### config.mk
export PLATFORM = sky130hd
export DESIGN_NAME = radius_packet_deframer
export DESIGN_NICKNAME = d
export VERILOG_FILES = /design/src/hw/rtl/rpd_pkg.sv /design/src/hw/rtl/rpd_parse_step.sv /design/src/hw/rtl/radius_packet_deframer.sv
export SDC_FILE = /design/constraint.sdc
export NUM_CORES = 1
export LEC_CHECK = 0
export BUFFER_PORTS_ARGS = -buffer_cell sky130_fd_sc_hd__buf_2
export CORE_ASPECT_RATIO = 2
export CORE_MARGIN = 5
export CORE_UTILIZATION = 61
export CTS_CLUSTER_DIAMETER = 60
export DETAILED_ROUTE_END_ITERATION = 10
export PLACE_DENSITY = 0.88
export SKIP_LAST_GASP = 1
export SLEW_MARGIN = 20
export SYNTH_ARGS = -nofsm -noshare
export SYNTH_HDL_FRONTEND = slang
export SYNTH_SLANG_ARGS = --single-unit
### constraint.sdc
create_clock -name clock -period 5.84 [get_ports clock]
set_input_delay 0.584 -clock clock [delete_from_list [all_inputs] [get_ports clock]]
set_output_delay 0.584 -clock clock [all_outputs]
set_load 0.03 [all_outputs]
### src/hw/rtl/rpd_pkg.sv
// rpd_pkg: shared types and constants of the radius packet deframer
// byte kind and error codes, parse phase enum, parse state and result structs
// no dependencies

package rpd_pkg;

   // header layout
   localparam logic [15:0] HEADER_LEN  = 16'd20;
   localparam logic [15:0] AUTH_LEN    = 16'd16;
   localparam logic [15:0] AUTH_START  = HEADER_LEN - AUTH_LEN;
   localparam logic [15:0] HEADER_LAST = HEADER_LEN - 16'd1;
   localparam logic [15:0] MAX_LEN_RESET = 16'd4096;

   // byte kinds
   localparam logic [3:0] KIND_CODE     = 4'd0;
   localparam logic [3:0] KIND_IDENT    = 4'd1;
   localparam logic [3:0] KIND_LEN_HI   = 4'd2;
   localparam logic [3:0] KIND_LEN_LO   = 4'd3;
   localparam logic [3:0] KIND_AUTH     = 4'd4;
   localparam logic [3:0] KIND_ATTR_TYP = 4'd5;
   localparam logic [3:0] KIND_ATTR_LEN = 4'd6;
   localparam logic [3:0] KIND_ATTR_DAT = 4'd7;
   localparam logic [3:0] KIND_IGNORED  = 4'd8;

   // error codes
   localparam logic [1:0] ERR_NONE        = 2'd0;
   localparam logic [1:0] ERR_ATTR_SHORT  = 2'd1;
   localparam logic [1:0] ERR_ATTR_OVERRUN = 2'd2;
   localparam logic [1:0] ERR_BAD_LENGTH  = 2'd3;

   typedef enum logic [4:0] {
      PH_HEADER = 5'b00001,
      PH_TYPE   = 5'b00010,
      PH_LEN    = 5'b00100,
      PH_DATA   = 5'b01000,
      PH_DONE   = 5'b10000
   } phase_type;

   typedef struct packed {
      logic [15:0] byte_pos;
      logic [15:0] pkt_len;
      phase_type   phase;
      logic [7:0]  attr_left;
      logic [7:0]  attr_cnt;
      logic [7:0]  attr_off;
      logic [1:0]  err;
   } parse_state_type;

   localparam parse_state_type STATE_CLEAR = '{
      byte_pos:  16'd0,
      pkt_len:   16'd0,
      phase:     PH_HEADER,
      attr_left: 8'd0,
      attr_cnt:  8'd0,
      attr_off:  8'd0,
      err:       ERR_NONE
   };

   typedef struct packed {
      logic [3:0]  byte_kind;
      logic [7:0]  byte_out;
      logic [7:0]  attr_index;
      logic [7:0]  field_offset;
      logic [15:0] declared_length;
      logic        last_of_packet;
      logic [1:0]  error_code;
   } result_type;

endpackage

### src/hw/rtl/rpd_parse_step.sv
// rpd_parse_step: per-byte tagging logic, purely combinational
// takes current parse state and one byte, gives next state and the tagged result
// depends on rpd_pkg

module rpd_parse_step (
   input  rpd_pkg::parse_state_type state_cur,
   input  logic [7:0]               byte_value,
   input  logic                     packet_start,
   input  logic [15:0]              max_len,
   output rpd_pkg::parse_state_type state_nxt,
   output rpd_pkg::result_type      result
);

   rpd_pkg::parse_state_type cur;
   logic [16:0] pos_plus1;
   logic [16:0] len_end;
   logic        at_end;
   logic        err_byte;
   logic        finish;
   logic [1:0]  err;
   logic [15:0] new_len;
   logic [7:0]  left_dec;

   always_comb begin
      cur       = packet_start ? rpd_pkg::STATE_CLEAR : state_cur;
      state_nxt = cur;
      pos_plus1 = {1'b0, cur.byte_pos} + 17'd1;
      at_end    = pos_plus1 >= {1'b0, cur.pkt_len};
      len_end   = {1'b0, cur.byte_pos} + {9'd0, byte_value};
      err_byte  = 1'b0;
      finish    = 1'b0;
      err       = rpd_pkg::ERR_NONE;
      new_len   = {cur.pkt_len[15:8], byte_value};
      left_dec  = cur.attr_left - 8'd1;

      result.byte_kind       = rpd_pkg::KIND_IGNORED;
      result.byte_out        = byte_value;
      result.attr_index      = cur.attr_cnt;
      result.field_offset    = 8'd0;
      result.last_of_packet  = 1'b0;

      if (cur.byte_pos != 16'hFFFF) begin
         state_nxt.byte_pos = cur.byte_pos + 16'd1;
      end

      unique case (cur.phase)
         rpd_pkg::PH_HEADER: begin
            result.attr_index = 8'd0;
            if (cur.byte_pos == 16'd0) begin
               result.byte_kind = rpd_pkg::KIND_CODE;
            end else if (cur.byte_pos == 16'd1) begin
               result.byte_kind = rpd_pkg::KIND_IDENT;
            end else if (cur.byte_pos == 16'd2) begin
               result.byte_kind  = rpd_pkg::KIND_LEN_HI;
               state_nxt.pkt_len = {byte_value, 8'h00};
            end else if (cur.byte_pos == 16'd3) begin
               result.byte_kind  = rpd_pkg::KIND_LEN_LO;
               state_nxt.pkt_len = new_len;
               if (new_len < rpd_pkg::HEADER_LEN || new_len > max_len) begin
                  err      = rpd_pkg::ERR_BAD_LENGTH;
                  err_byte = 1'b1;
               end
            end else begin
               result.byte_kind    = rpd_pkg::KIND_AUTH;
               result.field_offset = cur.byte_pos[7:0] - rpd_pkg::AUTH_START[7:0];
               if (cur.byte_pos >= rpd_pkg::HEADER_LAST) begin
                  if (cur.pkt_len <= rpd_pkg::HEADER_LEN) begin
                     result.last_of_packet = 1'b1;
                     state_nxt.phase       = rpd_pkg::PH_DONE;
                  end else begin
                     state_nxt.phase = rpd_pkg::PH_TYPE;
                  end
               end
            end
         end
         rpd_pkg::PH_TYPE: begin
            result.byte_kind = rpd_pkg::KIND_ATTR_TYP;
            if (at_end) begin
               err      = rpd_pkg::ERR_ATTR_OVERRUN;
               err_byte = 1'b1;
            end else begin
               state_nxt.phase = rpd_pkg::PH_LEN;
            end
         end
         rpd_pkg::PH_LEN: begin
            result.byte_kind = rpd_pkg::KIND_ATTR_LEN;
            if (byte_value < 8'd2) begin
               err      = rpd_pkg::ERR_ATTR_SHORT;
               err_byte = 1'b1;
            end else if (len_end > ({1'b0, cur.pkt_len} + 17'd1)) begin
               // attribute would end past the declared length
               err      = rpd_pkg::ERR_ATTR_OVERRUN;
               err_byte = 1'b1;
            end else if (byte_value == 8'd2) begin
               finish = 1'b1;
            end else begin
               state_nxt.attr_left = byte_value - 8'd2;
               state_nxt.attr_off  = 8'd0;
               state_nxt.phase     = rpd_pkg::PH_DATA;
            end
         end
         rpd_pkg::PH_DATA: begin
            result.byte_kind    = rpd_pkg::KIND_ATTR_DAT;
            result.field_offset = cur.attr_off;
            state_nxt.attr_off  = cur.attr_off + 8'd1;
            state_nxt.attr_left = left_dec;
            if (left_dec == 8'd0) begin
               finish = 1'b1;
            end
         end
         default: begin
            // done, or any unused phase code
            err = cur.err;
         end
      endcase

      if (finish) begin
         if (cur.attr_cnt != 8'hFF) begin
            state_nxt.attr_cnt = cur.attr_cnt + 8'd1;
         end
         if (at_end) begin
            result.last_of_packet = 1'b1;
            state_nxt.phase       = rpd_pkg::PH_DONE;
         end else begin
            state_nxt.phase = rpd_pkg::PH_TYPE;
         end
      end

      if (err_byte) begin
         state_nxt.err         = err;
         state_nxt.phase       = rpd_pkg::PH_DONE;
         result.last_of_packet = 1'b0;
      end

      result.error_code      = err;
      result.declared_length = (cur.byte_pos >= 16'd3) ? state_nxt.pkt_len : 16'd0;
   end

endmodule

### src/hw/rtl/radius_packet_deframer.sv
// radius_packet_deframer: top level, request/response registers and parse state
// tags each received radius packet byte with its role in the packet
// depends on rpd_pkg and rpd_parse_step
//
// usage
//   request channel (req_): one packet byte per request, with req_packet_start
//   high on the code byte of each new packet; a stream that never raises it
//   is parsed as one packet starting at the first byte after reset
//   response channel (rsp_): one tagged byte per request, in order: byte kind,
//   byte value, attribute number, offset in authenticator or attribute data,
//   declared length, end-of-packet flag and error code
//   csr_wr_en / csr_wr_data: writes max_packet_length (reset 4096), meant to be
//   changed only while no request is in flight
// timing
//   a taken request is held in the request register, parsed, and written to
//   the response register, which drives the response channel; one request per
//   cycle sustained while rsp_ready is high; the per-byte parse is one pass of
//   logic between the request register and the response register
// reset and stalls
//   synchronous reset empties both registers and clears the parse state
//   while rsp_ready is low the response holds; one more request is absorbed
//   into the request register, then req_ready drops until the response drains

module radius_packet_deframer (
   input  logic        clock,
   input  logic        reset,
   // request channel
   input  logic        req_valid,
   output logic        req_ready,
   input  logic [7:0]  req_byte_value,
   input  logic        req_packet_start,
   // response channel
   output logic        rsp_valid,
   input  logic        rsp_ready,
   output logic [3:0]  rsp_byte_kind,
   output logic [7:0]  rsp_byte_out,
   output logic [7:0]  rsp_attr_index,
   output logic [7:0]  rsp_field_offset,
   output logic [15:0] rsp_declared_length,
   output logic        rsp_last_of_packet,
   output logic [1:0]  rsp_error_code,
   // configuration
   input  logic        csr_wr_en,
   input  logic [15:0] csr_wr_data
);

   // request register
   logic        req_valid_ff;
   logic [7:0]  req_byte_ff;
   logic        req_start_ff;

   // response register
   logic                rsp_valid_ff;
   rpd_pkg::result_type rsp_ff;
   rpd_pkg::result_type rsp_in;

   // parse state and configuration
   rpd_pkg::parse_state_type state_ff;
   rpd_pkg::parse_state_type state_in;
   logic [15:0]              max_len_ff;

   logic req_take;
   logic advance;

   // the request register moves on when the response register is empty or draining
   assign advance   = req_valid_ff && (!rsp_valid_ff || rsp_ready);
   assign req_ready = !req_valid_ff || advance;
   assign req_take  = req_valid && req_ready;

   rpd_parse_step u_step (
      .state_cur    (state_ff),
      .byte_value   (req_byte_ff),
      .packet_start (req_start_ff),
      .max_len      (max_len_ff),
      .state_nxt    (state_in),
      .result       (rsp_in)
   );

   // control and parse state
   always_ff @(posedge clock) begin
      if (reset) begin
         req_valid_ff <= 1'b0;
         rsp_valid_ff <= 1'b0;
         state_ff     <= rpd_pkg::STATE_CLEAR;
         max_len_ff   <= rpd_pkg::MAX_LEN_RESET;
      end else begin
         if (req_take) begin
            req_valid_ff <= 1'b1;
         end else if (advance) begin
            req_valid_ff <= 1'b0;
         end
         if (advance) begin
            rsp_valid_ff <= 1'b1;
            state_ff     <= state_in;
         end else if (rsp_ready) begin
            rsp_valid_ff <= 1'b0;
         end
         if (csr_wr_en) begin
            max_len_ff <= csr_wr_data;
         end
      end
   end

   // payload registers, no reset needed
   always_ff @(posedge clock) begin
      if (req_take) begin
         req_byte_ff  <= req_byte_value;
         req_start_ff <= req_packet_start;
      end
      if (advance) begin
         rsp_ff <= rsp_in;
      end
   end

   assign rsp_valid           = rsp_valid_ff;
   assign rsp_byte_kind       = rsp_ff.byte_kind;
   assign rsp_byte_out        = rsp_ff.byte_out;
   assign rsp_attr_index      = rsp_ff.attr_index;
   assign rsp_field_offset    = rsp_ff.field_offset;
   assign rsp_declared_length = rsp_ff.declared_length;
   assign rsp_last_of_packet  = rsp_ff.last_of_packet;
   assign rsp_error_code      = rsp_ff.error_code;

   // a latched error always parks the parser in the done phase
   assert property (@(posedge clock) disable iff (reset)
      state_ff.err != rpd_pkg::ERR_NONE |-> state_ff.phase == rpd_pkg::PH_DONE)
      else $error("latched error outside done phase");

   // attribute phases only follow a complete header
   assert property (@(posedge clock) disable iff (reset)
      (state_ff.phase == rpd_pkg::PH_TYPE || state_ff.phase == rpd_pkg::PH_LEN ||
       state_ff.phase == rpd_pkg::PH_DATA) |-> state_ff.byte_pos >= rpd_pkg::HEADER_LEN)
      else $error("attribute phase inside header");

   // an error byte never closes a packet
   assert property (@(posedge clock) disable iff (reset)
      rsp_valid_ff && rsp_ff.byte_kind != rpd_pkg::KIND_IGNORED &&
      rsp_ff.error_code != rpd_pkg::ERR_NONE |-> !rsp_ff.last_of_packet)
      else $error("end of packet flagged on error byte");

   // ignored bytes carry no offset and no end flag
   assert property (@(posedge clock) disable iff (reset)
      rsp_valid_ff && rsp_ff.byte_kind == rpd_pkg::KIND_IGNORED
      |-> !rsp_ff.last_of_packet && rsp_ff.field_offset == 8'd0)
      else $error("ignored byte with offset or end flag");

   // a clean length byte implies a declared length of at least a header
   assert property (@(posedge clock) disable iff (reset)
      rsp_valid_ff && rsp_ff.byte_kind == rpd_pkg::KIND_LEN_LO &&
      rsp_ff.error_code == rpd_pkg::ERR_NONE |-> rsp_ff.declared_length >= rpd_pkg::HEADER_LEN)
      else $error("short declared length passed without error");

endmodule
==> metrics.md, run 1 <==
| Metric | Value |
|---|---|
| Combinational fraction of design power | `14.4%` |
| Total CTS buffers | `17` |
| Tcrit/Tclk final | `approximately nine tenths` |
| Avg Vias per Cell | `approximately 6.6` |
| Worst skew pair latency | `~440 ps` |
| Startpoint Class | `register` |
| Hpwl dp | `approximately 19 mm` |
| Critical path endpoint category | `register` |
| Max-cap violation count | `0` |
| Sw power | `0.0007168 W` |
| Pint | `roughly 0.0018 W` |
| Post-Syn Area | `between 8000 and 9000 sq um` |
| CP Cell Sequence | `nor2b_1 -> inv_1 -> fa_1 -> nor2b_1 -> o21ai_0 -> a21oi_1 -> a211o_1 -> nand4_1 -> a21oi_1 -> xnor2_1 -> nor2_1 -> ha_1 -> nand4_1 -> or3_1 -> nor3_2 -> a21oi_2 -> o21ai_2 -> and2_1 -> a41oi_1 -> a21oi_1` |
| Post-Syn Nets | `between 1000 and 1500` |
| LEAKAGE | `slightly below 4 nW` |
| Root buf cell | `clkbuf_16` |
| Reg power frac | `43.1%` |
| Nets | `1193` |
| WS Path Type | `reg2reg` |
| Setup violators final | `0` |
| Mapped Cells | `~1000` |
| Reg area | `3303 sq um` |
| HP Class | `in2reg` |
| Hold Vio Cnt, Final | `0` |
| Antenna violations before repair | `0` |
| Pwr per Cell Area | `between 200 and 250 nW/um^2` |
| Overall power | `between 0.002 and 0.0025 W` |
| Sequential area share after synthesis | `a little under two fifths` |
| Unrepaired setup endpoints after global routing | `no` |
| Vias in the first global route | `roughly 8400` |
| I/O pins | `79` |
| Final setup TNS | `0 ps` |
| H-tree levels | `4` |
| CP peak stage delay | `between 400 and 500 ps` |
| Biggest area consumer among synthesized cells | `edfxtp_1` |
| Yosys warns | `0` |
| VDD IR max | `~0.24 mV` |
| Achievable frequency | `between 0.15 and 0.2 GHz` |
| Sw frac | `around 29%` |
| Multi-input gate area | `roughly 5100 sq um` |
| Post-synth EDFFs | `between 50 and 60` |
| Largest net degree at the start of global routing | `68` |
| Gr ovfl total | `0` |
| Fill cells | `roughly 1100` |
| Post-synth top area share | `between 10% and 20%` |
| Fraction of layout cells with a size suffix above 1 | `between 10% and 20%` |
| CTS tree | `yes` |
| Cell count after placement | `1270` |
| CP max FO | `11` |
| Rows | `just over 60` |
| Placer Congestion | `~1.0` |
| Post-synthesis cell type count | `77` |
| Top cells by area, synth | `edfxtp_1, dfxtp_1, ha_1` |
| CTS resizes | `0` |
| Synth async-reset ratio | `0%` |
| Vias | `8573` |
| Seq cells post-synth | `137` |
| Clock Pin Slew Worst Setup and Hold Paths | `roughly 70 ps` |
| Routed Wire Length | `about 28 mm` |
| Die ar. | `17290 sq um` |
| Critical-path top delay cell | `o21ai_2` |
| Synth Flop Type | `dfxtp_1` |
| Total Routing Usage GR | `33.08%` |
| Status | `finished clean` |
| Post-Layout Cell Count | `around 1300` |
| Clock Path Buffers | `2` |
| Clock skew | `roughly 11 ps` |
| First-pass GRT wire length | `43.39 mm` |
| Syn-to-layout area delta | `12.08%` |
| Final worst path period need | `about 5200 ps` |
| Syn Area/Cell | `8.553 sq um` |
| CP Data Arrival Time | `5600 ps` |
| Clock Power Share | `between 40% and 50%` |
| Port bufs | `78` |
| Chip Width | `95.51 microns` |
| ANT nets after route | `0` |
| Starting Density | `around 62%` |
| Postcts setup bufs | `0` |
| WP buf/inv | `1` |
| Slew headroom | `between 20% and 30%` |
| Req. time, crit path | `~6200 ps` |
| Initial DRC Count | `just under 900` |
| Least-Margin Pin Slew | `roughly 1000 ps` |
| Clock sink count | `between 100 and 150` |
| # hold bufs at CTS | `0` |
| Residual DRC count | `0` |
| Die Ht | `roughly 180 microns` |
| DR pass1 iterations | `6` |
| Crit path max-delay family | `simple AND/OR/NAND/NOR gates` |
| Routed WL per cell | `about 21 microns` |
| CP dominant cell by count | `a21oi_1` |
| Slew Limit Fails | `0` |
| Core ar. | `between 10000 and 15000 sq um` |
[flip-flops by register name, summed over array words and instances, names as in the netlist]
name and cells:
req_byte_ff 8, rsp_last_of_packet 1, rsp_byte_out 8, max_len_ff 16, req_valid_ff 1, rsp_field_offset 8
rsp_valid 1, rsp_error_code 2, req_start_ff 1, state_ff 63, rsp_attr_index 8, rsp_declared_length 16
rsp_byte_kind 4
[layout make-up]
class | count | area share, %
multi-input cells | 786 | 51.21
flip-flops and latches | 137 | 33.04
repair buffers | 99 | 5.481
diodes | 1 | 0.02503
clock buffers | 20 | 4.568
inverters | 56 | 2.102
clock inverters | 12 | 1.176
well taps | 192 | 2.403
[routing by layer]
| layer | part of all wire [%] | up-vias | global-route usage (%) |
|---|---|---|---|
| met4 | 9.9 | 0 | 25.37 |
| met2 | 50 | 538 | 57.03 |
| met1 | 31 | 3956 | 32.80 |
| met5 | 0 | - | 0 |
| met3 | 8.5 | 225 | 8.118 |
| li1 | - | 3854 | - |
[synth_stat cells (3+ instances only)]
cell type / number
a21oi_1: 69
nor2_2: 3
a31oi_1: 17
or3_1: 5
nand3b_1: 7
a41oi_1: 5
buf_1: 6
clkbuf_1: 35
ha_1: 65
inv_1: 54
buf_4: 7
xnor2_1: 36
and3_1: 17
nor4_1: 6
nand4_1: 23
o21bai_1: 4
and4_1: 5
o21a_1: 4
a221oi_1: 3
o22ai_1: 12
a32oi_1: 3
a211oi_1: 9
xor2_1: 22
nand2b_1: 4
nand3_1: 34
nor3b_1: 5
o211ai_1: 8
buf_2: 14
mux2i_1: 18
dfxtp_1: 81
o21ai_0: 48
and2_1: 15
nor3_2: 4
nor2b_1: 30
nor3_1: 18
o31ai_1: 5
a21o_1: 4
nand2_1: 89
nor2_1: 121
a311oi_1: 5
edfxtp_1: 56
a22oi_1: 25
[worst register-to-register path, cell delays in order, from the launching register on]
cell	delay, ps
edfxtp_1	460
nor2b_1	310
inv_1	180
fa_1	480
nor2b_1	230
o21ai_0	110
a21oi_1	230
a211o_1	190
nand4_1	170
a21oi_1	200
xnor2_1	260
nor2_1	80
ha_1	330
nand4_1	140
or3_1	380
nor3_2	180
a21oi_2	100
o21ai_2	490
and2_1	310
a41oi_1	140
a21oi_1	190
[power groups by stage]
stage | registers (W) | clock network (W) | logic, W
2_1_floorplan | 0.00111 | 0 | 0.000225
3_3_place_gp | 0.00109 | 0 | 0.000337
3_5_place_dp | 0.00109 | 0 | 0.000345
4_1_cts | 0.00107 | 0.00106 | 0.000349
5_1_grt | 0.00107 | 0.00110 | 0.000387
6_report | 0.00107 | 0.00106 | 0.000358
[placed cells by master, fill, tap and decap left out, drive strengths merged, types with 6 or more instances in the layout]
cell / n
a31oi: 17
xnor2: 36
nor2b: 30
nand3b: 7
o211ai: 8
and3: 17
nor4: 10
nand3: 34
clkbuf: 20
and2: 15
edfxtp: 56
nor2: 124
clkinv: 6
a21oi: 70
dfxtp: 81
xor2: 22
ha: 65
buf: 99
nor3: 22
a211oi: 10
nand4: 23
inv: 58
mux2i: 18
o21ai: 51
o22ai: 12
nand2: 90
a22oi: 25
[logic make-up (layout without fill, tap and decap cells)]
logic type	count (synthesis)	in the layout	share of synthesized area, %
other cells	0	1	0
simple gates	398	398	22.44
buf+inv	120	187	5.638
mux	18	18	2.020
flops	137	137	37.03
xor+xnor	58	58	5.694
compound gates	245	245	17.73
fa+ha+maj	67	67	9.453
[path summary, 6_finish.rpt]
kind / depth (start not counted) / to / start / slack [ps]
min: 1 / req_byte_ff[7]$_DFFE_PP_ / req_byte_value[7] / 310
max reg2reg: 20 / state_ff[15]$_SDFFE_PP0P_ / req_start_ff$_DFFE_PP_ / 600
max: 20 / state_ff[15]$_SDFFE_PP0P_ / req_start_ff$_DFFE_PP_ / 600
min reg2reg: 2 / state_ff[1]$_SDFFE_PP0P_ / state_ff[1]$_SDFFE_PP0P_ / 470
[per-stage QoR]
| step | instance area [sq um] | hold WS, ps | utilization, % | worst slack, ps |
|---|---|---|---|---|
| after global placement | 9422 | 443.2 | 65.65 | 936.5 |
| after global routing | 9996 | 305.8 | 69.65 | 225.0 |
| after detailed placement | 9422 | 468.6 | 65.65 | 800.5 |
| after CTS | 9996 | 310.8 | 69.65 | 765.3 |
| final | 9998 | 313.9 | 69.67 | 598.3 |
| after floorplan | 8921 | 429.1 | - | 540.8 |
Note: power is estimated with default switching activity, not from simulation.
==> run 2: changes to the inputs <==
--- a/config.mk
+++ b/config.mk
@@ -6,7 +6,6 @@
 export NUM_CORES = 1
 export LEC_CHECK = 0
 export BUFFER_PORTS_ARGS = -buffer_cell sky130_fd_sc_hd__buf_2
-export CORE_ASPECT_RATIO = 2
 export CORE_MARGIN = 5
 export CORE_UTILIZATION = 61
 export CTS_CLUSTER_DIAMETER = 60
==> run 2 against run 1 <==
Total power increased by 2.7%. Clock power increased by 7%. Maximum frequency decreased by 2.3%. Via count decreased by 4.5%. Global-route usage decreased by 4.5 points. Core utilization decreased by 0.60 points. Sequential power about the same. Clock-buffer cell count decreased by 3. Sequential share of layout area increased by 0.12 points.
==> metrics.md, run 2 (synthesis gave the netlist of run 1 again) <==
| Metric | Value |
|---|---|
| Least-Margin Pin Slew | `around 1100 ps` |
| Fraction of layout cells with a size suffix above 1 | `roughly an eighth` |
| Ant. Diodes | `0` |
| Commonest non-fill, non-tap cell in the layout | `nor2_1` |
| CP max FO | `13` |
| I/O pins | `79` |
| Antenna violations before repair | `1` |
| Hpwl dp | `between 15 and 20 mm` |
| Syn-to-layout area delta | `11.67%` |
| Clock skew | `9.082 ps` |
| Chip Width | `roughly 130 microns` |
| Critical-path top delay cell | `o21ai_2` |
| Slew headroom | `between 20 and 30%` |
| Status | `finished clean` |
| Clock sink count | `approximately 140` |
| Die Ht | `between 100 and 150 microns` |
| Clock Path Buffers | `2` |
| Final setup TNS | `0 ps` |
| Crit path max-delay family | `compound AO/OA/AOI/OAI gates` |
| Routed WL per cell | `~19 microns` |
| Residual DRC count | `0` |
| First-pass GRT wire length | `about 38 mm` |
| Starting Density | `between 60% and 70%` |
| Achievable frequency | `between 0.15 and 0.2 GHz` |
| DR pass1 iterations | `6` |
| Post-Layout Cell Count | `approximately 1300` |
| HP Class | `in2reg` |
| Critical path endpoint category | `register` |
| Largest net degree at the start of global routing | `a little under 70` |
| Initial DRC Count | `around 890` |
| Clock Pin Slew Worst Setup and Hold Paths | `around 70 ps` |
| CP peak stage delay | `roughly 500 ps` |
| Worst skew pair latency | `around 430 ps` |
| LEAKAGE | `around 3.8 nW` |
| Pwr per Cell Area | `around 260 nW/um^2` |
| Multi-input gate area | `5122 sq um` |
| VDD IR max | `roughly 0.23 mV` |
| Biggest register | `state_ff` |
| Reg area | `approximately 3300 sq um` |
| Critical path origin | `req_start_ff$_DFFE_PP_` |
| Req. time, crit path | `between 6000 and 7000 ps` |
| Commonest non-fill, non-tap cells in the layout | `nor2_1, nand2_1, dfxtp_1, buf_2, a21oi_1` |
| Max-cap violation count | `0` |
| Hold Vio Cnt, Final | `0` |
| WP buf/inv | `1` |
| Max reg flops | `63` |
| Total Routing Usage GR | `28.60%` |
| Rows | `44` |
| Final core utilization | `between 60 and 70%` |
| Gr ovfl total | `0` |
| CTS resizes | `0` |
| Fill cells | `1036` |
| CTS tree | `yes` |
| Total CTS buffers | `17` |
| Postcts setup bufs | `0` |
| Startpoint Class | `register` |
| CP dominant cell by count | `a21oi_1` |
| Setup violators final | `0` |
| Worst hold start | `req_byte_value[3]` |
| Port bufs | `78` |
| Avg Vias per Cell | `around 6.4` |
| H-tree levels | `4` |
| Cell count after placement | `between 1000 and 1500` |
| Final worst path period need | `about 5400 ps` |
| ANT nets after route | `0` |
| Overall power | `around 0.0026 W` |
| Slew Limit Fails | `0` |
| Placer Congestion | `around 0.96` |
| CP Cell Sequence | `nor2b_1 -> ha_1 -> inv_1 -> fa_1 -> nor2b_1 -> o21ai_0 -> a21oi_1 -> a211o_1 -> nand4_1 -> a21oi_1 -> xnor2_1 -> nor2_1 -> ha_1 -> a21oi_1 -> o21ai_0 -> a221oi_1 -> a21oi_2 -> o21ai_2 -> and2_1 -> a41oi_1 -> a21oi_1` |
| WS Path Type | `reg2reg` |
| Vias in the first global route | `about 7700` |
| FF-to-FF Start | `req_start_ff$_DFFE_PP_` |
| # hold bufs at CTS | `0` |
| Root buf cell | `clkbuf_16` |
| Tcrit/Tclk final | `91.90%` |
| Core ar. | `14420 sq um` |
| Nets | `around 1200` |
| CP Data Arrival Time | `between 5000 and 6000 ps` |
| Unrepaired setup endpoints after global routing | `no` |
| Routed Wire Length | `approximately 24 mm` |
| Die ar. | `17140 sq um` |
| Vias | `~8000` |
## run 2: cell count changes in the layout (fill, tap and decap cells not counted), sizes merged
cell,previous run,this run
bufinv,1,3
clkbuf,20,17
clkinvlp,3,2
buf,99,90
diode,1,0
inv,58,60
## run 2: metrics by stage
stage / setup WS [ps] / instance area (sq um) / hold WS [ps]
floorplan: 540.8 / 8921 / 429.1
global placement: 906.9 / 9344 / 437.5
detailed placement: 681.2 / 9344 / 441.3
CTS: 574.4 / 9960 / 304.9
global route: 47.10 / 9962 / 311.2
finish: 473.3 / 9962 / 322.0
## run 2: per-layer routing
layer | part of all wire (%) | track usage (%) | up-vias
met5 | 0.050 | 0 | -
met1 | 39 | 35.25 | 3823
met2 | 47 | 46.89 | 438
met4 | 3.9 | 14.28 | 2
li1 | - | - | 3844
met3 | 9.3 | 6.870 | 82
## run 2: final timing paths
check	to	slack (ps)	cells past startpoint
min	req_byte_ff[3]$_DFFE_PP_	320	1
max reg2reg	state_ff[15]$_SDFFE_PP0P_	470	21
min reg2reg	state_ff[1]$_SDFFE_PP0P_	480	2
max	state_ff[15]$_SDFFE_PP0P_	470	21
## run 2: power breakdown
group          leakage [nW]  switching [W]  internal [W]  total (W)
registers              1.19      0.0000384       0.00104    0.00107
clock network         0.294       0.000454      0.000680    0.00113
logic                  2.36       0.000227      0.000118   0.000346
total                  3.84       0.000720       0.00183    0.00255
## run 2: final cells by class
cell class | count | share of cell area (%)
clock inverter | 15 | 1.909
sequential | 137 | 33.16
clock buffer | 17 | 4.270
tap | 184 | 2.311
multi-input combinational | 786 | 51.42
timing repair buffer | 90 | 4.823
inverter | 56 | 2.110
## run 2: worst reg2reg max path: cells and delay by family (launching register included)
kind / cells / cell delay (ps)
AND/OR/NAND/NOR: 5 / 1190
buffers and inverters: 1 / 60
XOR/XNOR: 1 / 140
AO/OA/AOI/OAI: 11 / 2420
flip-flops: 1 / 450
adder cells (fa/ha/maj): 3 / 1040
